## config.mk

```make
export PLATFORM = sky130hd
export DESIGN_NAME = invc_tally
export DESIGN_NICKNAME = d
export VERILOG_FILES = /design/src/design/invc_pkg.sv /design/src/design/invc_tally.sv
export SDC_FILE = /design/constraint.sdc
export NUM_CORES = 1
export LEC_CHECK = 0
export ABC_CLOCK_PERIOD_IN_PS = 2650
export BUFFER_PORTS_ARGS = -buffer_cell sky130_fd_sc_hd__clkbuf_2
export CORE_MARGIN = 2
export CORE_UTILIZATION = 52
export DETAILED_ROUTE_END_ITERATION = 16
export PLACE_DENSITY = 0.8
export SYNTH_ARGS = -nofsm -noshare
export SYNTH_HDL_FRONTEND = slang
export SYNTH_SLANG_ARGS = --single-unit
```

## constraint.sdc

```tcl
create_clock -name clock -period 2.65 [get_ports clock]
set_input_delay 0.795 -clock clock [delete_from_list [all_inputs] [get_ports clock]]
set_output_delay 0.795 -clock clock [all_outputs]
set_load 0.005 [all_outputs]
```

## src/design/invc_pkg.sv

```systemverilog
// Package: shared types and constants of the inversion counter.
`timescale 1ns / 1ps
package invc_pkg;

   localparam int TOTAL_W = 19;
   localparam logic [TOTAL_W-1:0] TOTAL_MAX = 19'h7FFFF;

   // control bits that travel with each request down the chain
   typedef struct packed {
      logic valid;
      logic last;
      logic drop;
   } ctrl_type;

endpackage

```

## src/design/invc_tally.sv

```systemverilog
// Chain tail: sums per-request counts and registers the result on the last request.
`timescale 1ns / 1ps
module invc_tally import invc_pkg::*; #(
   parameter int IDX_W = 10
) (
   input  logic               clock,
   input  logic               reset,
   input  logic               advance,
   input  logic [IDX_W-1:0]   count_i,
   input  ctrl_type           ctrl_i,
   output logic               rsp_valid,
   output logic [TOTAL_W-1:0] rsp_inversion_total,
   output logic               rsp_overflow_flag
);

   localparam int TOT_W = 2 * IDX_W;
   localparam int SAT_W = (TOT_W > TOTAL_W) ? TOT_W : TOTAL_W;

   logic [TOT_W-1:0]   total_ff;
   logic [TOT_W-1:0]   total_in;
   logic               drop_ff;
   logic               drop_in;
   logic               valid_ff;
   logic [TOTAL_W-1:0] result_ff;
   logic               flag_ff;
   logic [SAT_W-1:0]   total_ext;
   logic [TOTAL_W-1:0] total_sat;

   assign total_in  = total_ff + TOT_W'(count_i);
   assign drop_in   = drop_ff | ctrl_i.drop;
   assign total_ext = SAT_W'(total_in);
   assign total_sat = (total_ext > SAT_W'(TOTAL_MAX)) ? TOTAL_MAX
                                                       : TOTAL_W'(total_ext);

   always_ff @(posedge clock) begin
      if (reset) begin
         valid_ff <= 1'b0;
         total_ff <= '0;
         drop_ff  <= 1'b0;
      end else if (advance) begin
         valid_ff <= ctrl_i.valid && ctrl_i.last;
         if (ctrl_i.valid) begin
            if (ctrl_i.last) begin
               total_ff <= '0;
               drop_ff  <= 1'b0;
            end else begin
               total_ff <= total_in;
               drop_ff  <= drop_in;
            end
         end
      end
      if (advance) begin
         result_ff <= total_sat;
         flag_ff   <= drop_in;
      end
   end

   assign rsp_valid           = valid_ff;
   assign rsp_inversion_total = result_ff;
   assign rsp_overflow_flag   = flag_ff;

endmodule

```

# == Word level (Yosys, flattened, before mapping) ==
# Index checks and enable logic that the tools add are counted.
# classes
addsub,1
order_cmp,1
muxes,2
n_bitwise,1
reduce_logical,2
# op_table
operator,n
$add A20 B10 Y20,1
$gt A20 B19 Y1 const B,1
$mux W20,1
$reduce_and A2 Y1,1
$logic_and A1 B1 Y1,1
$mux W1,1
$or A1 B1 Y1,1
# totals
ff_bits,42
input_bits,16
output_inout_bits,21
elab_cells,12

# == Depth between registers and ports, before layout ==
# Gate-level depths: netlist of the first run.
# depth
ltp_word,2
ltp_mapped,10
ltp_nobuf,7

# == Least setup slack after synthesis of the first run ==
# No wires, ideal clock.
# synth_timing
path_kind,input port to flip-flop
startpoint,input count_i[0]
endpoint,register total_ff[10]
setup_time_ns,0.062
arrival_time_ns,2.723
t_required_ns,2.588
slack_ns,-0.134
stages,8
path_buffers,1
cell_sequence,ha_1 -> fa_1 -> a21o_1 -> and4_1 -> clkbuf_1 -> o21a_1 -> or4_1 -> nand3_1
# synth_between
elab_chain_len,2
# synth_lines
element,line,source
start: declaration,invc_tally.sv:9,"input logic [IDX_W-1:0] count_i,"
$add A20 B10 Y20,invc_tally.sv:29,assign total_in = total_ff + TOT_W'(count_i);
$mux W20,invc_tally.sv:43,if (ctrl_i.last) begin
end signal: assignment,invc_tally.sv:47,total_ff <= total_in;
end: declaration,invc_tally.sv:19,logic [TOT_W-1:0] total_ff;
# Every way passes these cells.
# A chain may end at the register's enable or synchronous reset.

# == Final worst setup path of the first run ==
# layout_timing
startpoint,input count_i[0]
endpoint,"register result_ff[18], in the netlist rsp_inversion_total[18], data pin"
# layout_between
elab_chain_len,2
# layout_lines
element,line,source
$add A20 B10 Y20 (*),invc_tally.sv:29,
$gt A20 B19 Y1,invc_tally.sv:32,assign total_sat = (total_ext > SAT_W'(TOTAL_MAX)) ? TOTAL_MAX
end signal: assignment,invc_tally.sv:53,result_ff <= total_sat;
end: declaration,invc_tally.sv:24,logic [TOTAL_W-1:0] result_ff;
# Every way passes the cells marked *; elsewhere a longest branch is shown, timed or not.

==> results.toml, run 1 <==
[critical_path]
reg2reg_to = "rsp_inversion_total[18]"
path_delay_family = "compound AO/OA/AOI/OAI gates"
start_kind = "primary input"
path_class = "primary input to register"
cp_slowest_stage_delay_ns = 0.38
worst_path_max_delay_cell = "fa_2"
r2r_cells = 7
r2r-start = "total_ff[0]"
required_ns = 2.66
crit_path_frequent_cell = "a21o_1"
path_max_fanout = 8
critPathBufInv = 1
critPathArrivalTime_ns = 2.57
ff2ff_setup_slack_ns = 0.34
path_cells = "clkbuf_2, ha_4, fa_2, a21o_1, and4_1, o211ai_1, a21o_1, nand4_1"
worstSetupEndpointType = "register"

[timing]
timing.final.hold_violations = 0
fin_crit_sh_pct = 96.7
clock_skew_ns = 0.00750
fmaxAchievable_mhz = 390
setup_viol = 0
layout_setup_ws_ns = 0.0876
slew_headroom_pct = 61.1
maxSlewViolCount = 0
grt_setup_unrepaired = "no"
fin_crit_ns = 2.56
tightest_slew_ns = 0.583

[logic_synthesis]
synthCells = 272
yosys-top-cells-count = "dfxtp_1, nand2_1, edfxtp_1"
syn-cell-area_mm2 = 0.00254
synth_flop_cell = "dfxtp_1"
yosys_register_bits = 42
synth_top_area_share_pct = 23.6
syn_avg_cell_area_um2 = 9.34
synth_cell_types = 55
synth_edf_count = 20
syn_nets = 299
ys_warn_count = 0
ys_seq_area_share_pct = 41.0
synth_area_leaders = "edfxtp_1, dfxtp_1, ha_1, o211ai_1, nand3_1"
yosys.area.top_type = "edfxtp_1"
yosysMostFrequentCell = "dfxtp_1"
async_reset_ff_share_pct = 0

[outcome]
status = "finished clean"

[floorplanning]
fp.dieW_um = 73.9
rows = 25
initial_utilization_pct = 53.8
pin_count = 37
die-area_mm2 = 0.00546
core-area_mm2 = 0.00472
die_y_um = 73.9

[clock_tree]
cts_buffers = 5
path_clk_slew_ns = 0.08
clock_tree.root_cell = "clkbuf_8"
htree_levels = 2
clock-sinks = 42
holdBufCountCts = 0
clock_latency_ns = 0.29
cts.path.max_buffers = 2
cts_tree = "built"
cts_setup_buffers = 0

[worst_hold_path]
hold_path_depth = 2
hold_path.class = "register to register"
min_from = "total_ff[6]"
min_to = "total_ff[6]"

[power]
vdd_drop_max_mv = 0.231
cellPowerDensity_mw_per_mm2 = 442
p_leak_nw = 1.28

[detailed_routing]
via_count = 2400
drt-pass1-iter-count = 6
vias_per_cell = 6.08
wl_per_cell_um = 15.5
drt-total-wl_um = 6110
ant_nets = 0
drc = 0
first_iter_violations = 235

[global_routing]
antenna_found_initial = 0
overflow = 0
grt_max_degree = 27
grt_first_pass_wirelength_um = 9900
grt_pass1_vias = 2109
grtUsageTotal_pct = 23.2

[final_layout]
instances_no_fill = 395
areaGrowthSynthToFinish_pct = 21.3
num_antenna_cells = 0
drive_gt1_share_pct = 26.8
num-fill-cells = 377
nets = 354

[place]
hpwl_um = 4410
dp_cells = 387
gp_congestion = 0.885
io_buffers = 36
dp_slack_ns = -0.342

[run]
drv_cap = 0
tightest hold or removal path: cells and delay by family (launching register included):
kind,cells,cell delay (ns)
AO/OA/AOI/OAI,1,0.05
flip-flops,1,0.32
AND/OR/NAND/NOR,1,0.05
per-layer routing:
metal | GRT usage [%] | up-vias | routed length (µm)
met4 | 6.26 | 0 | 93
li1 | - | 1159 | -
met3 | 4.53 | 14 | 473
met5 | 0 | - | 0
met2 | 37.2 | 123 | 2850
met1 | 31.9 | 1104 | 2690
sequential cells by signal, indices dropped and copies added (netlist names):
name and flops:
drop_ff 1, rsp_inversion_total 19, rsp_overflow_flag 1, rsp_valid 1
total_ff 20
placed cells by master (no fill, tap or decap), drive strengths merged, types with 5 or more instances in the layout:
cell type	synthesis	layout
buf	9	33
nor3	9	9
nand3	20	20
nand4	8	8
nor2	10	10
a21o	8	8
clkbuf	12	42
ha	10	10
nand3b	11	11
dfxtp	22	22
edfxtp	20	20
or3	5	5
a21oi	14	14
o21ai	10	10
nand2	21	21
o211ai	16	16
final cells by class:
class	instances	area (µm²)	area share (%)
tap	67	83.8	2.72
inverter	5	18.8	0.609
clock inverter	2	12.5	0.406
clock buffer	6	82.6	2.68
sequential	42	1040	33.8
multi-input combinational	204	1420	45.9
timing repair buffer	69	428	13.9
report_power, final:
group	total, mW	internal (mW)	switching (mW)
clock	0.432	0.210	0.222
sequential	0.719	0.710	0.00910
combinational	0.213	0.0945	0.119
cell families (layout without fill, tap and decap cells):
kind of cell             Yosys count  in the layout  synth area share, %
AO/OA/AOI/OAI                     79             79                 22.4
XOR/XNOR                           6              6                 2.07
adder cells (fa/ha/maj)           11             11                 5.71
buffers and inverters             26             82                 5.22
flip-flops                        42             42                 41.0
AND/OR/NAND/NOR                  108            108                 23.6
stage by stage:
stage               util [%]  TNS (ns)  cell area [µm²]  hold slack [ns]  total power [mW]
floorplan                  -         0             2580            0.436             0.843
global placement        62.8     -4.69             2970            0.443             0.936
detailed placement      62.8     -6.25             2970            0.455             0.941
CTS                     65.0         0             3070            0.467              1.37
global route            65.2         0             3080            0.492              1.41
finish                  65.2         0             3080            0.463              1.36
how the worst max path moves through the flow:
| stage | start | end | slack, ns | cells after the start |
|---|---|---|---|---|
| after floorplan | count_i[6] | rsp_inversion_total[11] | 0.02 | 9 |
| after global placement | count_i[2] | rsp_inversion_total[11] | -0.26 | 7 |
| after detailed placement | count_i[1] | rsp_inversion_total[13] | -0.34 | 7 |
| after CTS | count_i[4] | rsp_inversion_total[18] | 0.01 | 9 |
| after global routing | count_i[8] | rsp_inversion_total[12] | 0.007 | 8 |
| final | count_i[0] | rsp_inversion_total[18] | 0.09 | 8 |
what timing repair did:
| action | 4_1_cts | 5_1_grt |
|---|---|---|
| setup endpoints to repair | 7 | 19 |
| resized for setup | 1 | 4 |
| pin swaps | 0 | 2 |
(Power assumes the default switching activity.)
==> run 2: changes to the inputs <==
Settings changed: CTS_BUF_LIST from default to sky130_fd_sc_hd__clkbuf_16.
==> run 2 against run 1 <==
Net effect:
- sequential share of layout area decreased by 0.75 points
- clock-buffer cell count decreased by 1
- core utilization increased by 1.5 points
- cell area increased by 2.3%
- critical path depth increased by 1
- sequential power about the same
- critical path type unchanged
==> results.toml, run 2 (synthesized netlist as in run 1, its figures left out) <==
[timing]
setup_viol = 0
timing.final.hold_violations = 0
slew_headroom_pct = 61.4
clock_skew_ns = 0.00419
fmaxAchievable_mhz = 391
tightest_slew_ns = 0.578
fin_crit_sh_pct = 96.6
maxSlewViolCount = 0
setup_tns_ns = 0
fin_crit_ns = 2.56
grt_setup_unrepaired = "no"

[detailed_routing]
ant_nets = 0
drc = 0
wl_per_cell_um = 16.3
via_count = 2495
vias_per_cell = 6.27
drt-total-wl_um = 6510
first_iter_violations = 362
drt-pass1-iter-count = 6

[final_layout]
num_antenna_cells = 0
final_core_util_pct = 66.7
nets = 357
final_cell_mix = "clkbuf_2, buf_4, dfxtp_1"
register_area_mm2 = 0.00104
drive_gt1_share_pct = 26.6
num-fill-cells = 364
largest_register = "total_ff"
multi_input_area_mm2 = 0.00140
areaGrowthSynthToFinish_pct = 24.1
largest_register_ffs = 20
final_common_cell = "clkbuf_2"

[power]
p_leak_nw = 1.31
cellPowerDensity_mw_per_mm2 = 483
finalPower_mw = 1.52
vdd_drop_max_mv = 0.237

[global_routing]
grt_first_pass_wirelength_um = 10300
grt_pass1_vias = 2136
grtUsageTotal_pct = 24.2
overflow = 0
antenna_found_initial = 0
grt_max_degree = 27

[floorplanning]
fp.dieW_um = 73.9
pin_count = 37
rows = 25
core-area_mm2 = 0.00472
die_y_um = 73.9
die-area_mm2 = 0.00546
initial_utilization_pct = 53.8

[clock_tree]
cts_buffers = 5
path_clk_slew_ns = 0.06
htree_levels = 2
clock-sinks = 42
clock_latency_ns = 0.28
clock_tree.root_cell = "clkbuf_16"
cts_tree = "built"
cts.path.max_buffers = 2
holdBufCountCts = 0

[place]
hpwl_um = 4410
io_buffers = 36
gp_congestion = 0.885

[run]
drv_cap = 0

[critical_path]
r2r-start = "total_ff[0]"
critPathArrivalTime_ns = 2.58
crit_path_frequent_cell = "buf_4"
start_kind = "primary input"
critPathBufInv = 3
path_cells = "clkbuf_2, ha_1, buf_4, a21oi_1, o21bai_1, buf_4, o211a_1, nor3_1, o211ai_1"
critPathLaunch = "count_i[4]"
path_class = "primary input to register"
worstSetupEndpointType = "register"
required_ns = 2.67
cp_slowest_stage_delay_ns = 0.30
path_max_fanout = 6
worst_path_max_delay_cell = "ha_1"
path_delay_family = "compound AO/OA/AOI/OAI gates"

[outcome]
status = "finished clean"

[worst_hold_path]
hold_path.class = "register to register"
min_from = "total_ff[6]"
[run 2: final cells by class]
type                       instances  share of cell area, %
timing repair buffer              72                   14.7
clock inverter                     3                  0.516
multi-input combinational        204                   44.5
clock buffer                       5                   3.97
sequential                        42                   33.0
inverter                           5                  0.595
tap                               67                   2.66
[run 2: what timing repair did]
item	CTS	global route
pin swaps	1	3
setup buffers	0	3
endpoints found under the setup margin	13	18
hold endpoints to repair	0	0
resized for setup	2	1
[run 2: metrics by stage]
step	hold WS (ns)	std cells	worst slack (ns)	instance area [µm²]
global route	0.489	398	0.00425	3150
CTS	0.463	395	0.0417	3120
global placement	0.443	387	-0.259	2970
finish	0.459	398	0.0905	3150
floorplan	0.436	272	0.0198	2580
detailed placement	0.455	387	-0.342	2970
[run 2: final timing paths]
check | to | slack [ns] | cells after the start
worst max register to register | rsp_inversion_total[18] | 0.38 | 7
worst min-delay path | total_ff[6] | 0.46 | 2
worst min register to register | total_ff[6] | 0.46 | 2
worst max-delay path | rsp_inversion_total[8] | 0.09 | 9
[run 2: metal layers]
metal	routed length (µm)	global-route usage, %
met3	545	3.02
met5	0	0
met2	3030	39.5
met4	184	8.89
met1	2750	32.9
[run 2: tightest hold or removal path, cell delays in order (launching register included)]
cell	delay, ns
dfxtp_1	0.31
nand2_1	0.05
a21oi_1	0.05
[run 2: power by group]
part           switching [mW]  total (mW)  internal [mW]
logic                   0.119       0.214         0.0949
registers             0.00922       0.720          0.711
clock network           0.243       0.587          0.344
total                   0.372        1.52           1.15
