**src/design/invc_pkg.sv**
```systemverilog
// Package: shared types and constants of the inversion counter.
`timescale 1ns / 1ps
package invc_pkg;

   localparam int TOTAL_W = 19;
   localparam logic [TOTAL_W-1:0] TOTAL_MAX = 19'h7FFFF;

   // control bits that travel with each request down the chain
   typedef struct packed {
      logic valid;
      logic last;
      logic drop;
   } ctrl_type;

endpackage

```
**src/design/invc_cell.sv**
```systemverilog
// One chain cell: holds one stored sample and counts greater values for passing requests.
`timescale 1ns / 1ps
module invc_cell import invc_pkg::*; #(
   parameter int IDX_W    = 10,
   parameter int CELL_IDX = 0
) (
   input  logic             clock,
   input  logic             reset,
   input  logic             advance,
   input  logic [31:0]      value_i,
   input  logic [IDX_W-1:0] index_i,
   input  logic [IDX_W-1:0] count_i,
   input  ctrl_type         ctrl_i,
   output logic [31:0]      value_o,
   output logic [IDX_W-1:0] index_o,
   output logic [IDX_W-1:0] count_o,
   output ctrl_type         ctrl_o
);

   localparam logic [IDX_W-1:0] MY_IDX = IDX_W'(CELL_IDX);

   logic [31:0]      stored_ff;
   logic [31:0]      value_ff;
   logic [IDX_W-1:0] index_ff;
   logic [IDX_W-1:0] count_ff;
   logic [IDX_W-1:0] count_in;
   ctrl_type         ctrl_ff;
   logic             live;
   logic             own_slot;
   logic             greater;

   assign live     = ctrl_i.valid && !ctrl_i.drop;
   assign own_slot = live && (index_i == MY_IDX);
   // only slots written earlier in this sequence take part
   assign greater  = live && (MY_IDX < index_i) && (stored_ff > value_i);
   assign count_in = count_i + IDX_W'(greater);

   always_ff @(posedge clock) begin
      if (reset) begin
         ctrl_ff <= '0;
      end else if (advance) begin
         ctrl_ff <= ctrl_i;
      end
      if (advance) begin
         value_ff <= value_i;
         index_ff <= index_i;
         count_ff <= count_in;
         if (own_slot) begin
            stored_ff <= value_i;
         end
      end
   end

   assign value_o = value_ff;
   assign index_o = index_ff;
   assign count_o = count_ff;
   assign ctrl_o  = ctrl_ff;

endmodule

```
**config.mk**
```make
export PLATFORM = sky130hd
export DESIGN_NAME = invc_cell
export DESIGN_NICKNAME = d
export VERILOG_FILES = /design/src/design/invc_pkg.sv /design/src/design/invc_cell.sv
export SDC_FILE = /design/constraint.sdc
export NUM_CORES = 1
export LEC_CHECK = 0
export ABC_CLOCK_PERIOD_IN_PS = 6900
export BUFFER_PORTS_ARGS = -buffer_cell sky130_fd_sc_hd__buf_2
export CORE_AREA = 2 2 94 165
export DETAILED_ROUTE_END_ITERATION = 8
export DIE_AREA = 0 0 96 167
export HOLD_SLACK_MARGIN = 0.02
export MAX_ROUTING_LAYER = met4
export SETUP_SLACK_MARGIN = 0.05
export SLEW_MARGIN = 10
export SYNTH_ARGS = -nofsm -noshare
export SYNTH_HDL_FRONTEND = slang
export SYNTH_SLANG_ARGS = --single-unit
```
**constraint.sdc**
```tcl
create_clock -name clock -period 6.9 [get_ports clock]
set_input_delay 0.345 -clock clock [delete_from_list [all_inputs] [get_ports clock]]
set_output_delay 0.345 -clock clock [all_outputs]
set_load 0.03 [all_outputs]
```
---- Word level (Yosys, flattened, before mapping) ----
Index checks and enable logic that the tools add are counted.
word-level totals
  word-level logic and storage cells ...... 17
  flip-flop bits (word level) ............. 87
  output and inout port bits .............. 55
cells by class
  reductions and logical operators ........ 7
  $add $sub $neg .......................... 1
  $lt $le $gt $ge ......................... 2
operator list
  kind                                                                           number
  32-bit greater-than comparator                                                 1
  10-bit by 1-bit adder with 10-bit output                                       1
  10-bit zero test                                                               1
  1-bit by 10-bit less-than comparator with 1-bit output (first input constant)  1
  1-bit logical AND                                                              4
  2-bit AND reduction                                                            1
  1-bit zero test                                                                1

---- Longest topological paths before layout ----
Gate-level depths: netlist of the first run.
  depth after elaboration ................. 5
  gate-level depth with buffers ........... 11
  mapped depth without buffers ............ 11

---- Worst setup path before layout of the first run ----
OpenSTA, ideal clock, no wires.
  kind .................................... input to register
  from .................................... input port index_i[4]
  to ...................................... register stored_ff[0] (enable)
  buffers on the path ..................... 0
  data required time ...................... 6479 ps
  cell stages on the path ................. 3
  path slack .............................. 4375 ps
  library setup time ...................... 421 ps
  arrival time ............................ 2103 ps
  cell sequence ........................... nor4_1 > nand3_1 > nor2_1
between the ends
  cells in the longest elaborated chain, start to end .. 3
RTL lines
  item                           RTL line         text
  start: declaration             invc_cell.sv:11  input logic [IDX_W-1:0] index_i,
  10-bit zero test               invc_cell.sv:33  assign own_slot = live && (index_i == MY_IDX);
  1-bit logical AND              invc_cell.sv:33
  2-bit AND reduction (no line)  n/a
  end signal: assignment         invc_cell.sv:49  stored_ff <= value_i;
  end: declaration               invc_cell.sv:22  logic [31:0] stored_ff;
Every way passes these cells.
A chain may end at the register's enable or synchronous reset.

---- Final worst setup path of the first run ----
  from .................................... register stored_ff[11]
  to ...................................... register count_ff[6], in the netlist count_o[6] (data pin)
between the ends
  cells in the longest elaborated chain, start to end .. 3
RTL lines
  item                                      RTL line         text
  32-bit greater-than comparator            invc_cell.sv:35  assign greater = live && (MY_IDX < index_i) && (stored_ff > value_i);
  1-bit logical AND                         invc_cell.sv:35
  10-bit by 1-bit adder with 10-bit output  invc_cell.sv:36  assign count_in = count_i + IDX_W'(greater);
  named net count_in[6]                     invc_cell.sv:26  logic [IDX_W-1:0] count_in;
  end signal: assignment                    invc_cell.sv:47  count_ff <= count_in;
  end: declaration                          invc_cell.sv:25  logic [IDX_W-1:0] count_ff;
The timed path passes the listed nets, and every way through them passes these cells.

==> impl_metrics.py, run 1 <==
metrics = {
    "status": {
        "status": "complete, no violations",
    },
    "synthesis": {
        "post_synthesis_net_count": 326,
        "synth_top_area_cell": "edfxtp_1",
        "postSynthCellCount": 234,
        "synth_enable_flop_cells": 84,
        "synth.cell_area_mm2": 0.003621,
        "yosys_warnings": 0,
        "synth_async_sr_flop_share": 0,
        "synth_flop_cell": "edfxtp_1",
        "synth_sequential_area_ratio": 0.7132,
        "synth_top_area_share": 0.6966,
        "post_synth_main_area_contributors": "edfxtp_1 70%, ha_1 12%, inv_1 3.3%",
        "synth-seq-cells": 87,
        "synth.avg_cell_area_um2": 15.47,
        "synth_unique_cells": 25,
    },
    "detailed_routing": {
        "post_drt_via_cell_ratio": 4.137,
        "detail-route-antenna-nets": 0,
        "route.detailed.wl_per_inst_um": 14.03,
        "detail_route.wirelength_um": 7659,
        "drt_iter0_markers": 80,
        "route.detailed.drc": 0,
        "route.vias.total": 2259,
        "detailedRoute.firstPassIterationCount": 4,
    },
    "clock_tree": {
        "postCtsSetupRepairBufs": 0,
        "clk_latency_ns": 0.33,
        "hold_buffers": 0,
        "numClockSinks": 87,
        "cts.htree.levels": 3,
        "cts_buffers": 9,
        "clk_pin_slew_worst_paths_ns": 0.06,
        "cts.root.buffer_cell": "clkbuf_16",
        "cts_tree": "done",
        "clock_path_buffers": 2,
        "cts.repair.resized": 0,
    },
    "finish": {
        "leading_cell_types_in_the_layout_fill_and_taps_excluded": "112 x buf_2, 84 x edfxtp_1, 34 x ha_1",
        "design.final.nets": 450,
        "final_core_util": 0.3203,
        "area_delta_synth_final_pct": 29.96,
        "leading_cell_type_in_the_layout_fill_and_taps_excluded": "buf_2",
        "drive_gt1_frac": 0.3536,
    },
    "sta": {
        "worst_pin_slew_ns": 0.9398,
        "final-hold-violation-count": 0,
        "max_transition_margin": 0.3720,
        "rsz0062_at_grt": "no",
        "max_freq_mhz": 345.8,
        "timing_max_transition_violations_final": 0,
        "layout_worst_path_cycle_share": 0.4192,
        "setup_viol_count_final": 0,
        "final.setup_skew_ns": 0.008521,
        "tns_ns": 0,
        "min_period_ns": 2.892,
    },
    "pwr": {
        "leakage_nw": 2.003,
        "pwr_density_cell_mw_per_mm2": 256.3,
        "power.ir.vdd_worst_mv": 0.1082,
    },
    "die": {
        "die_height_um": 167,
        "fp-row-count": 59,
        "die_area_mm2": 0.01603,
        "core_area_mm2": 0.01469,
        "number_of_top_level_pins": 113,
        "start_util": 0.2465,
        "dieWidth_um": 96,
    },
    "setup_path": {
        "worst-setup-path-type": "reg2reg",
        "path_max_fanout": 5,
        "startpoint_of_the_worst_register_to_register_path": "stored_ff[11]",
        "arrival_time_at_the_worst_endpoint_ns": 2.98,
        "rr_worst_depth": 10,
        "timing.critical_path.from": "stored_ff[11]",
        "cp-end-kind": "flip-flop",
        "worst_setup_path_start_kind": "flip-flop",
        "end_of_the_worst_register_to_register_path": "count_o[6]",
        "reg2reg_slack_ns": 4.01,
        "required_ns": 6.98,
        "timing.critical_path.to": "count_o[6]",
    },
    "global_route": {
        "grt_first_pass_wirelength_um": 11780,
        "globalRouteOverflowTotal": 0,
        "track_usage": 0.1025,
        "grt_max_degree": 57,
        "first_global_vias": 2333,
        "antenna_violations_before_repair": 1,
    },
    "hold_path": {
        "worstHoldPathType": "in2reg",
        "worstHoldPathCells": 2,
    },
    "placed_design": {
        "port_buffers": 112,
        "dp.final_hpwl_um": 5857,
        "gpl_wtd_cong": 0.7223,
    },
    "run": {
        "drv.max_cap_violation_count": 0,
    },
}
[synth_stat cells, drive strengths merged, types with 4 or more instances]
cell type   n
nor2        8
nand3      13
nor4        4
inv        32
a21oi      14
nand4       5
xnor2       7
ha         34
nand2       9
edfxtp     84
[worst min-delay path by stage]
| stage | start | to | slack (ns) |
|---|---|---|---|
| 6_report | reset | ctrl_o[1] | 0.20 |
| 2_1_floorplan | reset | ctrl_o[0] | 0.42 |
| 3_3_place_gp | ctrl_o[1] | ctrl_o[1] | 0.47 |
| 4_1_cts | reset | ctrl_o[1] | 0.18 |
| 3_5_place_dp | ctrl_o[1] | ctrl_o[1] | 0.48 |
| 5_1_grt | index_i[7] | index_o[7] | 0.19 |
[per-stage QoR]
step	area (um2)	cells	hold WS (ns)	total power (W)	setup WS [ns]
after floorplan	3621	234	0.4174	0.0006998	4.375
after global placement	4425	530	0.4716	0.0007580	3.711
after detailed placement	4425	530	0.4810	0.0007605	3.757
after CTS	4703	545	0.1806	0.001227	3.856
after global routing	4706	546	0.1884	0.001258	3.716
final	4706	546	0.1953	0.001206	4.008
[where the power goes]
part,internal [W],switching (W),leakage [nW],total (W)
logic,0.0000413,0.0000930,1.05,0.000134
clock network,0.000273,0.000186,0.131,0.000459
registers,0.000607,0.00000576,0.821,0.000613
total,0.000922,0.000284,2.00,0.00121
[routing by layer]
| metal | GRT usage | vias to the layer above | wire [um] | part of all wire |
|---|---|---|---|---|
| met5 | - | - | 0 | 0 |
| met4 | 0.04161 | 0 | 166 | 0.022 |
| met3 | 0.03256 | 12 | 366 | 0.048 |
| met2 | 0.1809 | 63 | 4308 | 0.56 |
| met1 | 0.1004 | 1064 | 2817 | 0.37 |
| li1 | - | 1120 | - | - |
[logic make-up (layout without fill, tap and decap cells)]
kind of cell,Yosys count,in the layout,synth area share
AO/OA/AOI/OAI,25,25,0.04285
XOR/XNOR,8,8,0.01935
adder cells (fa/ha/maj),34,34,0.1175
buffers and inverters,32,160,0.03317
flip-flops,87,87,0.7132
multiplexers,3,3,0.008293
other,0,1,0
AND/OR/NAND/NOR,45,45,0.06565
[state kept, by name, indices dropped and copies added (netlist names)]
signal / cells
ctrl_o: 3
value_o: 32
index_o: 10
stored_ff: 32
count_o: 10
[critical path, stage by stage (launching register included)]
cell      delay (ns)
edfxtp_1        0.38
ha_1            0.33
nand4_1         0.16
nor4_2          0.33
a21boi_0        0.28
o311ai_1        0.11
a21oi_1         0.28
ha_1            0.28
ha_1            0.26
nand3_1         0.11
xnor2_1         0.13
[area by class of cell]
cell class	instances	area (um2)
Tap cell	183	229.0
Sequential cell	87	2582
Clock buffer	9	225.2
Multi-Input combinational cell	115	925.9
Inverter	32	120.1
Timing Repair Buffer	113	568.0
Clock inverter	6	52.55
Antenna cell	1	2.502
Fill cell	1470	9985
No activity file was read; power rests on OpenSTA's default activity.
==> run 2, diff against run 1 <==
--- a/config.mk
+++ b/config.mk
@@ -5,7 +5,7 @@
 export SDC_FILE = /design/constraint.sdc
 export NUM_CORES = 1
 export LEC_CHECK = 0
-export ABC_CLOCK_PERIOD_IN_PS = 6900
+export ABC_CLOCK_PERIOD_IN_PS = 2380
 export BUFFER_PORTS_ARGS = -buffer_cell sky130_fd_sc_hd__buf_2
 export CORE_AREA = 2 2 94 165
 export DETAILED_ROUTE_END_ITERATION = 8
==> constraint.sdc (replaced) <==
create_clock -name clock -period 2.38 [get_ports clock]
set_input_delay 0.119 -clock clock [delete_from_list [all_inputs] [get_ports clock]]
set_output_delay 0.119 -clock clock [all_outputs]
set_load 0.03 [all_outputs]
==> run 2 against run 1 <==
The flow now finishes with violations (setup timing). Clock-buffer cell count unchanged. Register-to-register slack worse by 4.3 ns. Fmax grew 7.2%. Cell count increased by 11%. Combinational power rose to 3.6 times the previous value. Total power rose to 3.1 times the previous value. Critical path type unchanged. Highest routed layer unchanged.
==> impl_metrics.py, run 2 (same netlist as run 1, synthesis figures left out) <==
metrics = {
    "sta": {
        "setup_viol_count_final": 9,
        "layout_worst_path_cycle_share": 1.133,
        "max_freq_mhz": 370.8,
        "min_period_ns": 2.697,
        "finalWorstSetupSlack_ns": -0.3167,
        "worst_pin_slew_ns": 0.7620,
        "timing_max_transition_violations_final": 0,
        "final-hold-violation-count": 0,
        "rsz0062_at_grt": "yes",
        "max_transition_margin": 0.4920,
        "tns_ns": -1.972,
        "final.setup_skew_ns": 0.005894,
    },
    "setup_path": {
        "startpoint_of_the_worst_register_to_register_path": "stored_ff[15]",
        "path_max_fanout": 4,
        "worst-setup-path-type": "reg2reg",
        "critPathTopFamily": "compound AO/OA/AOI/OAI gates",
        "arrival_time_at_the_worst_endpoint_ns": 2.78,
        "rr_worst_depth": 11,
        "max_stage_delay_ns": 0.37,
        "timing.critical_path.cells": "ha_1, nand4_1, buf_4, nor2_2, a221o_1, o311ai_2, a21oi_2, ha_4, ha_4, buf_6, xor2_2",
        "cp-end-kind": "flip-flop",
        "critical_path_cell_count": 11,
        "critical_path.most_common_cell": "ha_4",
        "path_buf_inv": 2,
        "timing.critical_path.from": "stored_ff[15]",
        "cpMaxStageDelayCell": "edfxtp_1",
        "required_ns": 2.46,
        "worst_setup_path_start_kind": "flip-flop",
    },
    "clock_tree": {
        "cts.htree.levels": 3,
        "clock_path_buffers": 2,
        "clk_latency_ns": 0.33,
        "cts_buffers": 9,
        "clk_pin_slew_worst_paths_ns": 0.06,
        "cts.root.buffer_cell": "clkbuf_16",
        "cts_tree": "done",
        "numClockSinks": 87,
    },
    "pwr": {
        "internal_power_w": 0.002853,
        "p_switching_w": 0.0008885,
        "pwr_density_cell_mw_per_mm2": 687.2,
        "combinationalPowerShare": 0.128,
        "finalPower_w": 0.003742,
        "power.ir.vdd_worst_mv": 0.3653,
        "power.switching_fraction": 0.2374,
        "leakage_nw": 2.324,
        "power.share.clock": 0.397,
        "sequential_share_of_power": 0.475,
    },
    "detailed_routing": {
        "route.detailed.drc": 0,
        "detail_route.wirelength.met1_um": 3195,
        "met3_length_um": 407,
        "drt_iter0_markers": 74,
        "detail-route-antenna-nets": 0,
        "detail_route.wirelength_um": 8863,
        "route.vias.total": 2564,
        "met2_length_um": 4986,
        "post_drt_via_cell_ratio": 4.217,
        "highest-signal-layer": "met4",
        "detailedRoute.firstPassIterationCount": 4,
        "route.detailed.wl_per_inst_um": 14.58,
    },
    "die": {
        "start_util": 0.2465,
        "number_of_top_level_pins": 113,
        "fp-row-count": 59,
        "dieWidth_um": 96,
        "core_area_mm2": 0.01469,
        "die_area_mm2": 0.01603,
        "die_height_um": 167,
    },
    "run": {
        "drv.max_cap_violation_count": 0,
    },
    "global_route": {
        "grt_first_pass_wirelength_um": 13200,
        "track_usage": 0.1141,
        "first_global_vias": 2722,
        "grt_max_degree": 56,
        "globalRouteOverflowTotal": 0,
        "antenna_violations_before_repair": 0,
    },
    "finish": {
        "area_delta_synth_final_pct": 50.38,
        "final-seq-area_mm2": 0.002582,
        "design.final.nets": 512,
        "final_core_util": 0.3707,
        "drive_gt1_frac": 0.4329,
        "num-fill-cells": 1408,
        "instances_no_fill": 608,
        "num_antenna_cells": 0,
        "leading_cell_types_in_the_layout_fill_and_taps_excluded": "112 x buf_2, 84 x edfxtp_1, 33 x buf_4",
        "multi_input_comb_area_mm2": 0.001091,
        "leading_cell_type_in_the_layout_fill_and_taps_excluded": "buf_2",
    },
    "status": {
        "status": "complete, but fails checks",
        "failing_checks": "setup timing",
    },
    "placed_design": {
        "gpl_wtd_cong": 0.7619,
        "dp.final_hpwl_um": 6192,
        "port_buffers": 112,
        "dpl_worst_slack_ns": -0.5829,
        "placedCellCount": 555,
    },
    "hold_path": {
        "worstHoldPathType": "in2reg",
        "hp-start": "ctrl_i[0]",
        "worstHoldPathCells": 3,
    },
}
run 2: cell types whose count changed in the layout (fill, tap and decap cells not counted), moves of 4 or more:
cell / change
buf_4: +32
dlygate4sd3_1: +29
ha_1: -7
ha_4: +7
nand3_1: -5
nand3_2: +4
run 2: timing repair:
item	in CTS	in global routing
gates resized for setup	7	15
buffers inserted	6	3
hold endpoints to repair	47	0
gates cloned	0	0
hold buffers	29	0
pin swaps	7	13
endpoints found under the setup margin	10	10
run 2: cell type report:
type / count / area share
Sequential cell: 87 / 0.4743
Timing Repair Buffer: 175 / 0.2038
Multi-Input combinational cell: 115 / 0.2004
Tap cell: 183 / 0.04205
Clock buffer: 9 / 0.04136
Inverter: 32 / 0.02206
Clock inverter: 7 / 0.01608
run 2: through the flow:
step	area [um2]	hold WS (ns)
2_1_floorplan	3626	0.1914
3_3_place_gp	4618	0.3088
3_5_place_dp	4618	0.3139
4_1_cts	5324	0.04041
5_1_grt	5445	0.06706
6_report	5445	0.05379
run 2: layer usage:
metal | up-vias | track usage
met5 | - | -
met4 | 0 | 0.05528
met3 | 17 | 0.02307
met2 | 79 | 0.2086
met1 | 1226 | 0.1092
li1 | 1242 | -
run 2: worst paths after layout:
path / end / slack [ns]
worst max-delay path: count_o[2] / -0.32
worst min-delay path: ctrl_o[0] / 0.05
worst max register to register: count_o[2] / -0.32
worst min register to register: ctrl_o[0] / 0.50
run 2: power groups by stage:
stage	Sequential [W]	Clock, W	Combinational, W
after floorplan	0.00196	0	0.0000680
after global placement	0.00181	0	0.000416
after detailed placement	0.00181	0	0.000424
after CTS	0.00178	0.00153	0.000472
after global routing	0.00178	0.00158	0.000518
final	0.00178	0.00149	0.000479
run 2: worst reg2reg max path, stage by stage (launching register included):
cell      delay (ns)
edfxtp_1        0.37
ha_1            0.32
nand4_1         0.16
buf_4           0.15
nor2_2          0.04
a221o_1         0.33
o311ai_2        0.32
a21oi_2         0.13
ha_4            0.19
ha_4            0.19
buf_6           0.12
xor2_2          0.14
